===== src/sv/gtsc_pkg.sv =====
// Package for the pad conditioner: payload types, constants and the darkness table.
package gtsc_pkg;

  localparam int NUM_PORTS = 4;
  localparam int NUM_TURBO = 2;
  localparam int PORT_W    = 2;
  localparam int KEY_W     = 10;
  localparam int CNT_W     = 8;
  localparam int ROW_W     = NUM_TURBO * CNT_W;
  localparam int ROW_AW    = (NUM_PORTS > 1) ? $clog2(NUM_PORTS) : 1;
  localparam int CFG_AW    = 2;
  localparam int CFG_DW    = 8;
  localparam int DARK_W    = 4;

  localparam int KEY_RIGHT = 4;
  localparam int KEY_LEFT  = 5;
  localparam int KEY_UP    = 6;
  localparam int KEY_DOWN  = 7;

  localparam logic [DARK_W-1:0] DARK_MAX   = 4'd10;
  localparam logic [7:0]        SOLAR_BASE = 8'hE8;

  typedef enum logic [CFG_AW-1:0] {
    CFG_TURBO_ENABLE = 2'd0,
    CFG_TURBO_DELAY  = 2'd1,
    CFG_SOLAR_ENABLE = 2'd2,
    CFG_JOYPAD_MASK  = 2'd3
  } cfg_index_t;

  typedef struct packed {
    logic [PORT_W-1:0] port;
    logic [KEY_W-1:0]  buttons;
    logic              turbo_a_down;
    logic              turbo_b_down;
    logic              solar_down_button;
    logic              solar_up_button;
  } pad_in_t;

  typedef struct packed {
    logic [PORT_W-1:0] port_out;
    logic [KEY_W-1:0]  keys;
    logic [7:0]        solar_reading;
  } pad_out_t;

  // Amount subtracted from the base reading at each darkness step.
  function automatic logic [7:0] dark_level(input logic [DARK_W-1:0] idx);
    logic [7:0] lvl;
    case (idx)
      4'd0:    lvl = 8'h00;
      4'd1:    lvl = 8'h06;
      4'd2:    lvl = 8'h0E;
      4'd3:    lvl = 8'h18;
      4'd4:    lvl = 8'h20;
      4'd5:    lvl = 8'h28;
      4'd6:    lvl = 8'h38;
      4'd7:    lvl = 8'h48;
      4'd8:    lvl = 8'h60;
      4'd9:    lvl = 8'h78;
      default: lvl = 8'h98;
    endcase
    return lvl;
  endfunction

endpackage


===== src/sv/gtsc_ram.sv =====
// Generic single-write, single-read RAM with a registered, read-first output.
module gtsc_ram #(
  parameter int WIDTH = 8,
  parameter int DEPTH = 4
) (
  input  logic                                    clk,
  input  logic                                    we,
  input  logic [((DEPTH > 1) ? $clog2(DEPTH) : 1)-1:0] waddr,
  input  logic [WIDTH-1:0]                        wdata,
  input  logic [((DEPTH > 1) ? $clog2(DEPTH) : 1)-1:0] raddr,
  output logic [WIDTH-1:0]                        rdata
);

  logic [WIDTH-1:0] mem [DEPTH];

  always_ff @(posedge clk) begin
    if (we) begin
      mem[waddr] <= wdata;
    end
    rdata <= mem[raddr];
  end

endmodule


===== src/sv/gamepad_turbo_and_solar_conditioner_top.sv =====
// Pad conditioner top level: turbo counters in RAM, key cleanup and the solar stepper.
// An accepted item is registered into stage s1, where it meets the RAM read data, and
// its result is registered into out_data, where it is held while out_ready is low.
// Throughput: one item per cycle unless the output stalls. Turbo counters are read as an
// item enters s1 and written back as it leaves, the last write forwarded to its successor.
// Reset (rst, synchronous, active high) empties the pipeline, restores the configuration
// reset values, clears the solar state and the per-port valid bits, so every turbo counter
// reads as zero.
module gamepad_turbo_and_solar_conditioner_top (
  input  logic                      clk,
  input  logic                      rst,
  input  logic                      in_valid,
  output logic                      in_ready,
  input  gtsc_pkg::pad_in_t         in_data,
  output logic                      out_valid,
  input  logic                      out_ready,
  output gtsc_pkg::pad_out_t        out_data,
  input  logic                      cfg_we,
  input  logic [gtsc_pkg::CFG_AW-1:0] cfg_index,
  input  logic [gtsc_pkg::CFG_DW-1:0] cfg_data
);

  // Configuration registers.
  logic                           turbo_enable;
  logic [gtsc_pkg::CNT_W-1:0]     turbo_delay;
  logic                           solar_enable;
  logic [gtsc_pkg::NUM_PORTS-1:0] joypad_port_mask;

  // Solar state.
  logic [gtsc_pkg::DARK_W-1:0] darkness_index, darkness_index_next;
  logic                        solar_press_latch, solar_press_latch_next;
  logic [7:0]                  solar_value, solar_value_next;

  // Pipeline stage that meets the RAM read data.
  logic              s1_valid;
  gtsc_pkg::pad_in_t s1_item;
  logic              s1_adv;

  // Per-row valid bits and forwarding of the previous write.
  logic [gtsc_pkg::NUM_PORTS-1:0] row_valid;
  logic                           fwd_valid;
  logic [gtsc_pkg::ROW_AW-1:0]    fwd_row;
  logic [gtsc_pkg::ROW_W-1:0]     fwd_data;

  logic [gtsc_pkg::ROW_AW-1:0] rd_addr;
  logic [gtsc_pkg::ROW_AW-1:0] s1_addr;
  logic [gtsc_pkg::ROW_W-1:0]  ram_rdata;
  logic [gtsc_pkg::ROW_W-1:0]  cur_row;
  logic [gtsc_pkg::ROW_W-1:0]  new_row;
  logic                        wr_en;
  logic                        is_pad;
  logic [gtsc_pkg::KEY_W-1:0]  keys;
  logic                        sol_up;
  logic                        sol_dn;
  logic                        solar_step;

  assign s1_adv   = s1_valid && (!out_valid || out_ready);
  assign in_ready = !s1_valid || s1_adv;
  assign s1_addr  = s1_item.port[gtsc_pkg::ROW_AW-1:0];
  // A stalled item keeps re-reading its own row so that the data stays current.
  assign rd_addr  = (s1_valid && !s1_adv) ? s1_addr : in_data.port[gtsc_pkg::ROW_AW-1:0];

  gtsc_ram #(
    .WIDTH(gtsc_pkg::ROW_W),
    .DEPTH(gtsc_pkg::NUM_PORTS)
  ) u_cnt_ram (
    .clk  (clk),
    .we   (wr_en),
    .waddr(s1_addr),
    .wdata(new_row),
    .raddr(rd_addr),
    .rdata(ram_rdata)
  );

  always_comb begin
    logic [gtsc_pkg::CNT_W-1:0] cnt;
    logic [gtsc_pkg::CNT_W:0]   inc;
    logic                       held;
    cnt  = '0;
    inc  = '0;
    held = 1'b0;

    is_pad = (int'(s1_item.port) < gtsc_pkg::NUM_PORTS) && joypad_port_mask[s1_addr];

    if (!row_valid[s1_addr]) begin
      cur_row = '0;
    end else if (fwd_valid && (fwd_row == s1_addr)) begin
      cur_row = fwd_data;
    end else begin
      cur_row = ram_rdata;
    end

    new_row = cur_row;
    keys    = is_pad ? s1_item.buttons : '0;

    if (is_pad && turbo_enable) begin
      for (int j = 0; j < gtsc_pkg::NUM_TURBO; j++) begin
        held = (j == 0) ? s1_item.turbo_a_down : s1_item.turbo_b_down;
        cnt  = cur_row[j*gtsc_pkg::CNT_W +: gtsc_pkg::CNT_W];
        if (held) begin
          keys[j] = (cnt == '0);
          inc     = {1'b0, cnt} + 1'b1;
          new_row[j*gtsc_pkg::CNT_W +: gtsc_pkg::CNT_W] =
            (inc > {1'b0, turbo_delay}) ? '0 : inc[gtsc_pkg::CNT_W-1:0];
        end else begin
          new_row[j*gtsc_pkg::CNT_W +: gtsc_pkg::CNT_W] = '0;
        end
      end
    end

    // Up with down cancels first; only otherwise does left with right cancel.
    if (keys[gtsc_pkg::KEY_UP] && keys[gtsc_pkg::KEY_DOWN]) begin
      keys[gtsc_pkg::KEY_UP]   = 1'b0;
      keys[gtsc_pkg::KEY_DOWN] = 1'b0;
    end else if (keys[gtsc_pkg::KEY_LEFT] && keys[gtsc_pkg::KEY_RIGHT]) begin
      keys[gtsc_pkg::KEY_LEFT]  = 1'b0;
      keys[gtsc_pkg::KEY_RIGHT] = 1'b0;
    end
  end

  assign wr_en = s1_adv && is_pad && turbo_enable;

  assign solar_step = (s1_item.port == '0) && solar_enable;
  assign sol_up     = solar_step && is_pad && s1_item.solar_up_button;
  assign sol_dn     = solar_step && is_pad && s1_item.solar_down_button;

  always_comb begin
    darkness_index_next    = darkness_index;
    solar_press_latch_next = solar_press_latch;
    solar_value_next       = solar_value;
    if (solar_step) begin
      if (sol_up || sol_dn) begin
        if (!solar_press_latch) begin
          solar_press_latch_next = 1'b1;
          if (sol_up) begin
            darkness_index_next = (darkness_index < gtsc_pkg::DARK_MAX) ?
                                  darkness_index + 1'b1 : gtsc_pkg::DARK_MAX;
          end else if (darkness_index != '0) begin
            darkness_index_next = darkness_index - 1'b1;
          end
          solar_value_next = gtsc_pkg::SOLAR_BASE - gtsc_pkg::dark_level(darkness_index_next);
        end
      end else begin
        solar_press_latch_next = 1'b0;
      end
    end
  end

  always_ff @(posedge clk) begin
    if (rst) begin
      turbo_enable      <= 1'b0;
      turbo_delay       <= '0;
      solar_enable      <= 1'b0;
      joypad_port_mask  <= '1;
      darkness_index    <= '0;
      solar_press_latch <= 1'b0;
      solar_value       <= '0;
      s1_valid          <= 1'b0;
      out_valid         <= 1'b0;
      row_valid         <= '0;
      fwd_valid         <= 1'b0;
    end else begin
      if (cfg_we) begin
        case (cfg_index)
          gtsc_pkg::CFG_TURBO_ENABLE: turbo_enable     <= cfg_data[0];
          gtsc_pkg::CFG_TURBO_DELAY:  turbo_delay      <= cfg_data[gtsc_pkg::CNT_W-1:0];
          gtsc_pkg::CFG_SOLAR_ENABLE: solar_enable     <= cfg_data[0];
          gtsc_pkg::CFG_JOYPAD_MASK:  joypad_port_mask <= cfg_data[gtsc_pkg::NUM_PORTS-1:0];
          default: ;
        endcase
      end
      if (in_ready) begin
        s1_valid <= in_valid;
      end
      if (s1_adv) begin
        out_valid         <= 1'b1;
        darkness_index    <= darkness_index_next;
        solar_press_latch <= solar_press_latch_next;
        solar_value       <= solar_value_next;
      end else if (out_ready) begin
        out_valid <= 1'b0;
      end
      if (wr_en) begin
        row_valid[s1_addr] <= 1'b1;
      end
      fwd_valid <= wr_en;
    end
  end

  always_ff @(posedge clk) begin
    if (in_ready && in_valid) begin
      s1_item <= in_data;
    end
    if (s1_adv) begin
      out_data.port_out      <= s1_item.port;
      out_data.keys          <= keys;
      out_data.solar_reading <= solar_value_next;
    end
    if (wr_en) begin
      fwd_row  <= s1_addr;
      fwd_data <= new_row;
    end
  end

endmodule


===== config.mk =====
export PLATFORM = sky130hd
export DESIGN_NAME = gamepad_turbo_and_solar_conditioner_top
export DESIGN_NICKNAME = d
export VERILOG_FILES = /design/src/sv/gtsc_pkg.sv /design/src/sv/gtsc_ram.sv /design/src/sv/gamepad_turbo_and_solar_conditioner_top.sv
export SDC_FILE = /design/constraint.sdc
export NUM_CORES = 1
export LEC_CHECK = 0
export ABC_AREA = 1
export BUFFER_PORTS_ARGS = -buffer_cell sky130_fd_sc_hd__buf_2
export CAP_MARGIN = 20
export CORE_UTILIZATION = 60
export CTS_CLUSTER_DIAMETER = 50
export DETAILED_ROUTE_END_ITERATION = 10
export HOLD_SLACK_MARGIN = 0.1
export PLACE_DENSITY_LB_ADDON = 0.2
export SYNTH_ARGS = -nofsm -noshare
export SYNTH_HDL_FRONTEND = slang
export SYNTH_SLANG_ARGS = --single-unit

===== constraint.sdc =====
create_clock -name clk -period 4.02 [get_ports clk]
set_clock_uncertainty 0.15 [all_clocks]
set_input_delay 0.804 -clock clk [delete_from_list [all_inputs] [get_ports clk]]
set_output_delay 0.804 -clock clk [all_outputs]
set_load 0.02 [all_outputs]

==> results of run 1 <==
worst reg2reg max path: cells and delay by family (launching register included):
family	cells	cell delay, ns
buffers and inverters	3	0.41
AOI/OAI and AO/OA	6	0.90
DFF	1	0.45
and+or+nand+nor	10	1.16
xor gates and xnor gates	1	0.20
adders and majority gates	1	0.28
synth_stat cells, types with 3 or more instances:
master	instances	area share
a21oi_1	47	0.031
a31oi_1	4	0.0033
a32oi_1	16	0.019
clkbuf_1	15	0.0075
dfxtp_1	50	0.13
edfxtp_1	118	0.47
ha_1	27	0.045
inv_1	77	0.038
inv_2	7	0.0035
nand2_1	166	0.083
nand2_2	3	0.0025
nand3_1	26	0.017
nand4_1	8	0.0066
nor2_1	75	0.037
nor2_2	3	0.0025
nor3_1	6	0.0040
nor3_2	5	0.0066
o21a_1	6	0.0060
o21ai_0	35	0.023
o21ai_1	12	0.0080
o21ai_2	3	0.0035
o22ai_1	6	0.0050
xnor2_1	4	0.0047
xor2_1	7	0.0081
flip-flops by register name, indices dropped and copies added (netlist names), 8 cells and up:
register	count
u_cnt_ram.rdata	16
out_data	20
turbo_delay	8
solar_value	8
u_cnt_ram.mem	64
fwd_data	16
s1_item	14
worst max-delay path by stage:
| stage | from | to | slack (ns) | cells after the start |
|---|---|---|---|---|
| 6_report | s1_addr[1] | u_cnt_ram.mem[0][11] | 0.17 | 21 |
| 4_1_cts | s1_addr[1] | u_cnt_ram.mem[3][3] | 0.006 | 22 |
| 2_1_floorplan | s1_addr[0] | u_cnt_ram.mem[0][0] | 0.42 | 10 |
| 5_1_grt | s1_addr[1] | u_cnt_ram.mem[1][7] | -0.03 | 24 |
| 3_3_place_gp | s1_addr[1] | u_cnt_ram.mem[3][9] | 0.18 | 21 |
| 3_5_place_dp | s1_addr[1] | u_cnt_ram.mem[1][1] | -0.05 | 18 |
what timing repair did:
action | CTS | global route
hold buffers | 0 | 0
setup endpoints to repair | 41 | 80
resized for setup | 1 | 40
buffers inserted | 4 | 5
pin swaps | 2 | 7
stage by stage:
| stage | worst slack, ns | TNS [ns] | total power [mW] | hold WS, ns | instances |
|---|---|---|---|---|---|
| 5_1_grt | -0.03298 | -0.6162 | 4.068 | 0.3303 | 1010 |
| 2_1_floorplan | 0.4234 | 0 | 2.192 | 0.2737 | 751 |
| 6_report | 0.1701 | 0 | 3.936 | 0.3077 | 1010 |
| 3_5_place_dp | -0.04735 | -0.4703 | 2.301 | 0.2955 | 969 |
| 4_1_cts | 0.006010 | 0 | 3.922 | 0.3097 | 1005 |
| 3_3_place_gp | 0.1777 | 0 | 2.286 | 0.2899 | 969 |
cell type report:
| cell class | instances | area [sq um] | area share |
|---|---|---|---|
| clock buffers | 23 | 467.9 | 0.05294 |
| clock inverters | 9 | 123.9 | 0.01401 |
| flip-flops and latches | 168 | 4544 | 0.5142 |
| multi-input cells | 478 | 2701 | 0.3056 |
| repair buffers | 78 | 462.9 | 0.05238 |
| inverters | 86 | 327.8 | 0.03709 |
| well taps | 168 | 210.2 | 0.02378 |
metal layers:
layer | wire [microns] | GRT usage
met2 | 7891 | 0.4291
met5 | 0 | 0
met3 | 948 | 0.07226
met4 | 327 | 0.08312
met1 | 7371 | 0.3574
power by group:
part	switching, mW	internal (mW)
clock	0.640	1.00
sequential	0.0186	1.91
combinational	0.241	0.123
logic make-up (layout without fill, tap and decap cells):
kind of cell	after synthesis	count (layout)	synth area share
buf+inv	105	196	0.05533
simple gates	306	306	0.1791
flops	168	168	0.6035
xor+xnor	11	11	0.01279
fa+ha+maj	27	27	0.04486
compound gates	134	134	0.1044
cells in the final DEF (no fill, tap or decap), types with 7 or more instances in the layout:
| cell | Yosys | final |
|---|---|---|
| o21ai_0 | 35 | 29 |
| nand3_1 | 26 | 25 |
| dfxtp_1 | 50 | 50 |
| nor2_1 | 75 | 72 |
| o21ai_1 | 12 | 7 |
| nand2_1 | 166 | 162 |
| nand4_1 | 8 | 8 |
| a32oi_1 | 16 | 16 |
| a21oi_1 | 47 | 47 |
| ha_1 | 27 | 25 |
| inv_1 | 77 | 77 |
| xor2_1 | 7 | 7 |
| buf_2 | 1 | 52 |
| buf_4 | 1 | 25 |
| inv_2 | 7 | 7 |
| o21ai_2 | 3 | 14 |
| edfxtp_1 | 118 | 118 |
| clkbuf_16 | 0 | 17 |
==> impl_metrics.json, run 1 <==
{
  "cts_made_buffers": 17,
  "status": "finished clean",
  "start_util": 0.6217,
  "rrSetupSlack_ns": 0.17,
  "drtAntennaViolNets": 0,
  "die-area_sq_um": 13000,
  "grt_max_degree": 33,
  "crit_slowest_cell": "edfxtp_1",
  "first_global_vias": 5325,
  "syn_area_sq_um": 7530,
  "clock-sinks": 168,
  "hold_start": "solar_value[2]",
  "first_pass_iters": 5,
  "postLayoutCoreUtil": 0.7298,
  "crit_family": "simple AND/OR/NAND/NOR gates",
  "die_w_microns": 114.0,
  "viasPerCell": 5.504,
  "grt_use_total": 0.2678,
  "syn_avg_cell_area_sq_um": 10.03,
  "grt-ovfl-total": 0,
  "io_buffers": 52,
  "routabilityCongestion": 0.9287,
  "synth-seq-cells": 168,
  "synth_warnings": 0,
  "clkLatencyLatePin_ns": 0.43,
  "hold_viol": 0,
  "crit_path_end_kind": "register",
  "syn-instance-count": 751,
  "fin_area_sq_um": 8838,
  "synth_edf_count": 118,
  "finalSetupViolations": 0,
  "fillerInstances": 881,
  "ys.flop_type": "edfxtp_1",
  "cp_common_cell": "nor2_1",
  "antenna_found_initial": 0,
  "syn-num-nets": 809,
  "std_cell_rows": 40,
  "cp.required_ns": 4.02,
  "cts.path.max_buffers": 2,
  "cp_num_buf_inv": 3,
  "h-tree-depth": 4,
  "peakVddDrop_mv": 0.3779,
  "min_to": "solar_value[2]",
  "antenna_cells": 0,
  "leakagePower_nw": 3.662,
  "hpwl_mm": 11.03,
  "r2r-end": "u_cnt_ram.mem[0][11]",
  "grt_pass1_wl_mm": 26.01,
  "clkSlewWorstSetupHoldPaths_ns": 0.06,
  "remaining_drc_errors": 0,
  "holdPathStages": 2,
  "crit_arrival_ns": 3.85,
  "critPathKind": "register to register",
  "syn_to_final_growth_pct": 17.38,
  "synth_cell_types": 45,
  "max_freq_ghz": 0.2597,
  "path_cells": "buf_4 -> nand2_1 -> nor2_1 -> nor2_1 -> nand2_2 -> buf_8 -> nor2_1 -> o21ai_2 -> nor2_1 -> nand2_1 -> xnor2_2 -> inv_1 -> ha_1 -> nand2_1 -> o21ai_0 -> nor2_1 -> o21ai_0 -> a21oi_1 -> o21a_1 -> nand2_4 -> o22ai_2",
  "slew_viol_final": 0,
  "final_net_count": 887,
  "hold_class": "register to register",
  "cp_max_fo": 11,
  "r2r-start": "s1_addr[1]",
  "tightest_slew_ns": 0.6377,
  "cpPeakStageDelay_ns": 0.45,
  "drt_iter0_markers": 409,
  "relSlewSlack": 0.5744,
  "post-route-period-util": 0.9577,
  "drive_gt1_frac": 0.1948,
  "cts_tree": "yes",
  "postSynth.asyncResetShare": 0,
  "cts_root_buffer": "clkbuf_16",
  "pwr_density_cell_nw_per_um2": 445.4,
  "period_minus_slack_ns": 3.850,
  "ys_seq_area_frac": 0.6035,
  "pin_count": 53,
  "cap_violations": 0,
  "rr_worst_depth": 21,
  "die_h_microns": 114.0,
  "avgRoutedWirePerCell_microns": 16.38,
  "core-area_sq_um": 12110,
  "place_area_sq_um": 8040,
  "drt_wl_total_mm": 16.54,
  "start_kind": "register",
  "rsz0062_at_grt": "true",
  "vias": 5559
}
(Power assumes the default switching activity.)
==> run 2: changes to the inputs <==
Settings changed: BUFFER_PORTS_ARGS -buffer_cell sky130_fd_sc_hd__buf_2 to unset, DONT_BUFFER_PORTS set to 1.
==> run 2 against run 1 <==
Final cell count is 4.6% lower. Worst setup slack hardly changed. Global-route usage is 0.68 points lower. Via count is 2.7% lower. Non-clock buffer count is 46 lower. Sequential cell count stayed put. Combinational power is 8.2% lower. Sequential share of layout area is 1.2 points higher. Die area stayed put. Critical endpoint is now u_cnt_ram.mem[3][10]. Highest routed layer unchanged.
==> impl_metrics.json, run 2 (synthesized netlist as in run 1, its figures left out) <==
{
  "status": "finished clean",
  "finalSetupViolations": 0,
  "grt_pass1_wl_mm": 25.38,
  "hpwl_mm": 10.97,
  "cp_num_buf_inv": 4,
  "routabilityCongestion": 0.9074,
  "std_cell_rows": 40,
  "final.setup.tns_ns": 0,
  "regMostFlops": "u_cnt_ram.mem",
  "leakagePower_nw": 3.453,
  "crit_path_end_kind": "register",
  "syn_to_final_growth_pct": 14.64,
  "crit_slowest_cell": "edfxtp_1",
  "critPathKind": "register to register",
  "grt-ovfl-total": 0,
  "drtAntennaViolNets": 0,
  "drive_gt1_frac": 0.1470,
  "drt_iter0_markers": 351,
  "drt_wl_total_mm": 16.26,
  "vias": 5411,
  "post-route-period-util": 0.9578,
  "postLayoutCoreUtil": 0.7127,
  "crit_arrival_ns": 3.85,
  "largest_reg_flops": 64,
  "first_global_vias": 5107,
  "antenna_cells": 0,
  "fillerInstances": 894,
  "cap_violations": 0,
  "largestRegisters": "u_cnt_ram.mem x64, out_data x20",
  "hold_viol": 0,
  "first_pass_iters": 5,
  "start_kind": "register",
  "period_minus_slack_ns": 3.850,
  "core-area_sq_um": 12110,
  "dr.max_layer_used": "met4",
  "path_cells": "buf_4 -> nand2_1 -> nand2_2 -> nor2_8 -> buf_12 -> nand2_1 -> o21ai_1 -> nand2_1 -> inv_4 -> ha_2 -> nand2_1 -> xnor2_2 -> inv_1 -> ha_1 -> nand2_1 -> o21ai_0 -> nor2_1 -> o21ai_0 -> a21oi_1 -> o21a_1 -> nand2_4 -> o22ai_2",
  "max_freq_ghz": 0.2597,
  "final_cell_mix": "nand2_1, edfxtp_1, inv_1",
  "cts.path.max_buffers": 2,
  "final_common_cell": "nand2_1",
  "avgRoutedWirePerCell_microns": 16.86,
  "clock-sinks": 168,
  "cts_tree": "yes",
  "io_buffers": 0,
  "dr_wl_met2_mm": 7.715,
  "power.total_mw": 3.824,
  "cp_common_cell": "nand2_1",
  "cp_max_fo": 13,
  "wl_met3_microns": 911,
  "h-tree-depth": 4,
  "wl_met1_mm": 7.193,
  "crit_family": "simple AND/OR/NAND/NOR gates",
  "viasPerCell": 5.613,
  "pwr_density_cell_nw_per_um2": 443.0,
  "pin_count": 53,
  "final_net_count": 841,
  "grt_max_degree": 33,
  "rrSetupSlack_ns": 0.17,
  "cts_made_buffers": 17,
  "rsz0062_at_grt": "true",
  "die_w_microns": 114.0,
  "peakVddDrop_mv": 0.3004,
  "grt_use_total": 0.2610,
  "die-area_sq_um": 13000,
  "cp.required_ns": 4.02,
  "cts_root_buffer": "clkbuf_16",
  "remaining_drc_errors": 0,
  "slew_viol_final": 0,
  "clkLatencyLatePin_ns": 0.43,
  "clkSlewWorstSetupHoldPaths_ns": 0.06,
  "die_h_microns": 114.0,
  "relSlewSlack": 0.5843,
  "antenna_found_initial": 0,
  "holdWs_ns": 0.2899,
  "hold_class": "input pin to register",
  "cpPeakStageDelay_ns": 0.46,
  "start_util": 0.6217,
  "tightest_slew_ns": 0.6229
}
run 2: changes by cell type in the layout (fill, tap and decap cells not counted), moves of 3 or more:
cell / delta
o21ai_2: -3
buf_2: -52
xor2_2: +3
clkinvlp_4: +3
buf_4: +5
xor2_1: -3
run 2: power by group:
part | leakage [nW] | switching [mW] | internal, mW
registers | 1.51 | 0.0328 | 1.91
clock network | 0.257 | 0.637 | 0.910
logic | 1.68 | 0.222 | 0.112
run 2: metal layers:
metal / track usage / vias to the layer above
met5: 0 / -
met4: 0.1229 / 0
met3: 0.05313 / 31
met2: 0.4113 / 186
met1: 0.3489 / 2558
li1: - / 2636
run 2: what timing repair did:
item	CTS	global route
gates resized for setup	0	38
pin swaps	1	5
setup endpoints to repair	15	80
hold buffers	0	0
buffers inserted	3	8
run 2: cell type report:
type                            count  area, sq um  share of cell area
Clock buffer                       23        447.9             0.05189
Tap cell                          168        210.2             0.02435
Multi-Input combinational cell    478         2736              0.3170
Sequential cell                   168         4544              0.5265
Timing Repair Buffer               32        260.3             0.03015
Inverter                           86        327.8             0.03798
Clock inverter                      9        105.1             0.01218
run 2: stage by stage:
stage          worst slack [ns]  cell area, sq um  cells
2_1_floorplan            0.4234              7530    751
3_3_place_gp             0.1529              7802    920
3_5_place_dp           -0.01701              7802    920
4_1_cts                 0.02028              8391    955
5_1_grt                -0.09349              8632    964
6_report                 0.1697              8632    964
run 2: worst paths after layout:
check | start | endpoint | cells past startpoint
worst max-delay path | s1_addr[1] | u_cnt_ram.mem[3][10] | 22
worst min-delay path | rst | solar_value[6] | 1
worst max register to register | s1_addr[1] | u_cnt_ram.mem[3][10] | 22
worst min register to register | solar_value[2] | solar_value[2] | 2
==> run 3: changes to the inputs <==
Clock period 4.02 ns to 4.55 ns, I/O delays scaled along.
==> run 3 against run 2 <==
Combinational power down 21%. Clock power down 12%. Worst setup slack better by 0.059 ns. Register-to-register slack better by 0.06 ns. Design area down 3.0%. Sequential share of layout area up 1.6 points. Total power down 13%. Count of clock-buffer cells in the layout down 6. Sequential power down 11%. Largest power group unchanged.
==> impl_metrics.json, run 3 (synthesized netlist as in run 1, its figures left out) <==
{
  "power.internal_mw": 2.534,
  "hold_viol": 0,
  "grt-ovfl-total": 0,
  "core-area_sq_um": 12110,
  "path_cells": "inv_2 -> a21oi_2 -> o21ai_2 -> nor2_8 -> nor2_1 -> nor3_4 -> ha_1 -> nand3_1 -> nand2_1 -> inv_1 -> ha_1 -> nand2_1 -> nor3_1 -> nor2_1 -> o21ai_0 -> a21oi_1 -> o21ai_0 -> a21oi_2 -> buf_4 -> nand2_1 -> o21ai_0",
  "remaining_drc_errors": 0,
  "clock-sinks": 168,
  "met2_usage": 0.4121,
  "routabilityCongestion": 0.9610,
  "viasPerCell": 5.566,
  "grt_busiest_layer": "met2",
  "grt_pass1_wl_mm": 25.52,
  "drtAntennaViolNets": 0,
  "cp.required_ns": 4.48,
  "final_cell_mix": "nand2_1, edfxtp_1, inv_1",
  "cts_made_buffers": 17,
  "holdPathStages": 2,
  "start_kind": "register",
  "leakagePower_nw": 3.368,
  "cts_root_buffer": "clkbuf_16",
  "slew_viol_final": 0,
  "post-route-period-util": 0.9498,
  "place_area_sq_um": 7757,
  "cts.path.max_buffers": 2,
  "met1_usage": 0.3541,
  "start_util": 0.6217,
  "grt_use_total": 0.2628,
  "drive_gt1_frac": 0.1037,
  "cap_violations": 0,
  "tightest_slew_ns": 0.6380,
  "h-tree-depth": 4,
  "power.total_mw": 3.345,
  "final_net_count": 826,
  "crit_path_end_kind": "register",
  "syn_to_final_growth_pct": 11.20,
  "power.share.switching": 0.2424,
  "final_common_cell": "nand2_1",
  "path_depth": 21,
  "critPathKind": "register to register",
  "antenna_cells": 0,
  "fin_cells": 949,
  "holdWs_ns": 0.2981,
  "crit_arrival_ns": 4.25,
  "crit_family": "simple AND/OR/NAND/NOR gates",
  "crit_slowest_cell": "edfxtp_1",
  "power.clock.fraction": 0.408,
  "cts_hold_buffers": 0,
  "first_global_vias": 5128,
  "final.setup.tns_ns": 0,
  "cts_tree": "yes",
  "period_minus_slack_ns": 4.322,
  "die_h_microns": 114.0,
  "largestRegisters": "u_cnt_ram.mem x64, out_data x20",
  "drt_wl_total_mm": 15.78,
  "std_cell_rows": 40,
  "vias": 5282,
  "grt_use_met3": 0.05739,
  "antenna_found_initial": 0,
  "hold_class": "register to register",
  "p_seq_frac": 0.513,
  "dp.cells": 914,
  "status": "finished clean",
  "regMostFlops": "u_cnt_ram.mem",
  "pwr_density_cell_nw_per_um2": 399.5,
  "peakVddDrop_mv": 0.2659,
  "first_pass_iters": 4,
  "relSlewSlack": 0.5742,
  "grt_max_degree": 33,
  "avgRoutedWirePerCell_microns": 16.62,
  "place_ws_ns": 0.2302,
  "cp_num_buf_inv": 3,
  "largest_reg_flops": 64,
  "die-area_sq_um": 13000,
  "die_w_microns": 114.0,
  "regArea_sq_um": 4544,
  "multi_input_area_sq_um": 2581,
  "fillerInstances": 954,
  "rr_worst_depth": 21,
  "drt_iter0_markers": 396,
  "cp_max_fo": 19,
  "postLayoutCoreUtil": 0.6913,
  "hpwl_mm": 10.79,
  "p_sw_uw": 810.9,
  "setup_ws_ns": 0.2284,
  "io_buffers": 0,
  "fin_area_sq_um": 8373,
  "clkLatencyLatePin_ns": 0.42,
  "pwr-share-comb": 0.079,
  "clkSlewWorstSetupHoldPaths_ns": 0.07,
  "max_freq_ghz": 0.2314,
  "pin_count": 53,
  "finalSetupViolations": 0,
  "cpPeakStageDelay_ns": 0.48
}
-- run 3: cell types whose count changed in the layout (fill, tap and decap cells not counted), sizes merged --
cell / delta
bufinv: -1
clkinv: +3
clkinvlp: -3
inv: +7
clkbuf: -6
buf: -15
-- run 3: final timing paths --
| path | start | endpoint | slack, ns |
|---|---|---|---|
| worst max-delay path | s1_addr[0] | fwd_data[2] | 0.23 |
| worst min-delay path | solar_value[0] | solar_value[0] | 0.30 |
| worst max register to register | s1_addr[0] | fwd_data[2] | 0.23 |
| worst min register to register | solar_value[0] | solar_value[0] | 0.30 |
-- run 3: layer usage --
layer | part of all wire | vias up
met5 | 0 | -
met4 | 0.023 | 0
met3 | 0.053 | 29
met2 | 0.47 | 155
met1 | 0.46 | 2493
li1 | - | 2605
-- run 3: layout make-up --
| class | count | area share |
|---|---|---|
| clock buffers | 17 | 0.05081 |
| clock inverters | 15 | 0.01659 |
| inverters | 86 | 0.03885 |
| multi-input cells | 478 | 0.3083 |
| flip-flops and latches | 168 | 0.5427 |
| well taps | 168 | 0.02510 |
| repair buffers | 17 | 0.01763 |
-- run 3: power by group through the flow --
stage	clock, mW	sequential [mW]	combinational, mW
6_report	1.36	1.72	0.264
5_1_grt	1.45	1.72	0.298
4_1_cts	1.39	1.72	0.256
3_5_place_dp	0	1.75	0.255
3_3_place_gp	0	1.75	0.247
2_1_floorplan	0	1.74	0.194
-- run 3: timing repair --
action / in CTS / in global routing
gates resized for setup: 0 / 2
endpoints found under the setup margin: 0 / 61
buffers inserted: 0 / 2
-- run 3: worst reg2reg max path, cell delays in order (launching register included) --
cell,delay (ns)
edfxtp_1,0.48
inv_2,0.12
a21oi_2,0.14
o21ai_2,0.10
nor2_8,0.30
nor2_1,0.16
nor3_4,0.28
ha_1,0.25
nand3_1,0.12
nand2_1,0.11
inv_1,0.07
ha_1,0.29
nand2_1,0.08
nor3_1,0.19
nor2_1,0.07
o21ai_0,0.21
a21oi_1,0.13
o21ai_0,0.25
a21oi_2,0.06
buf_4,0.14
nand2_1,0.05
o21ai_0,0.22
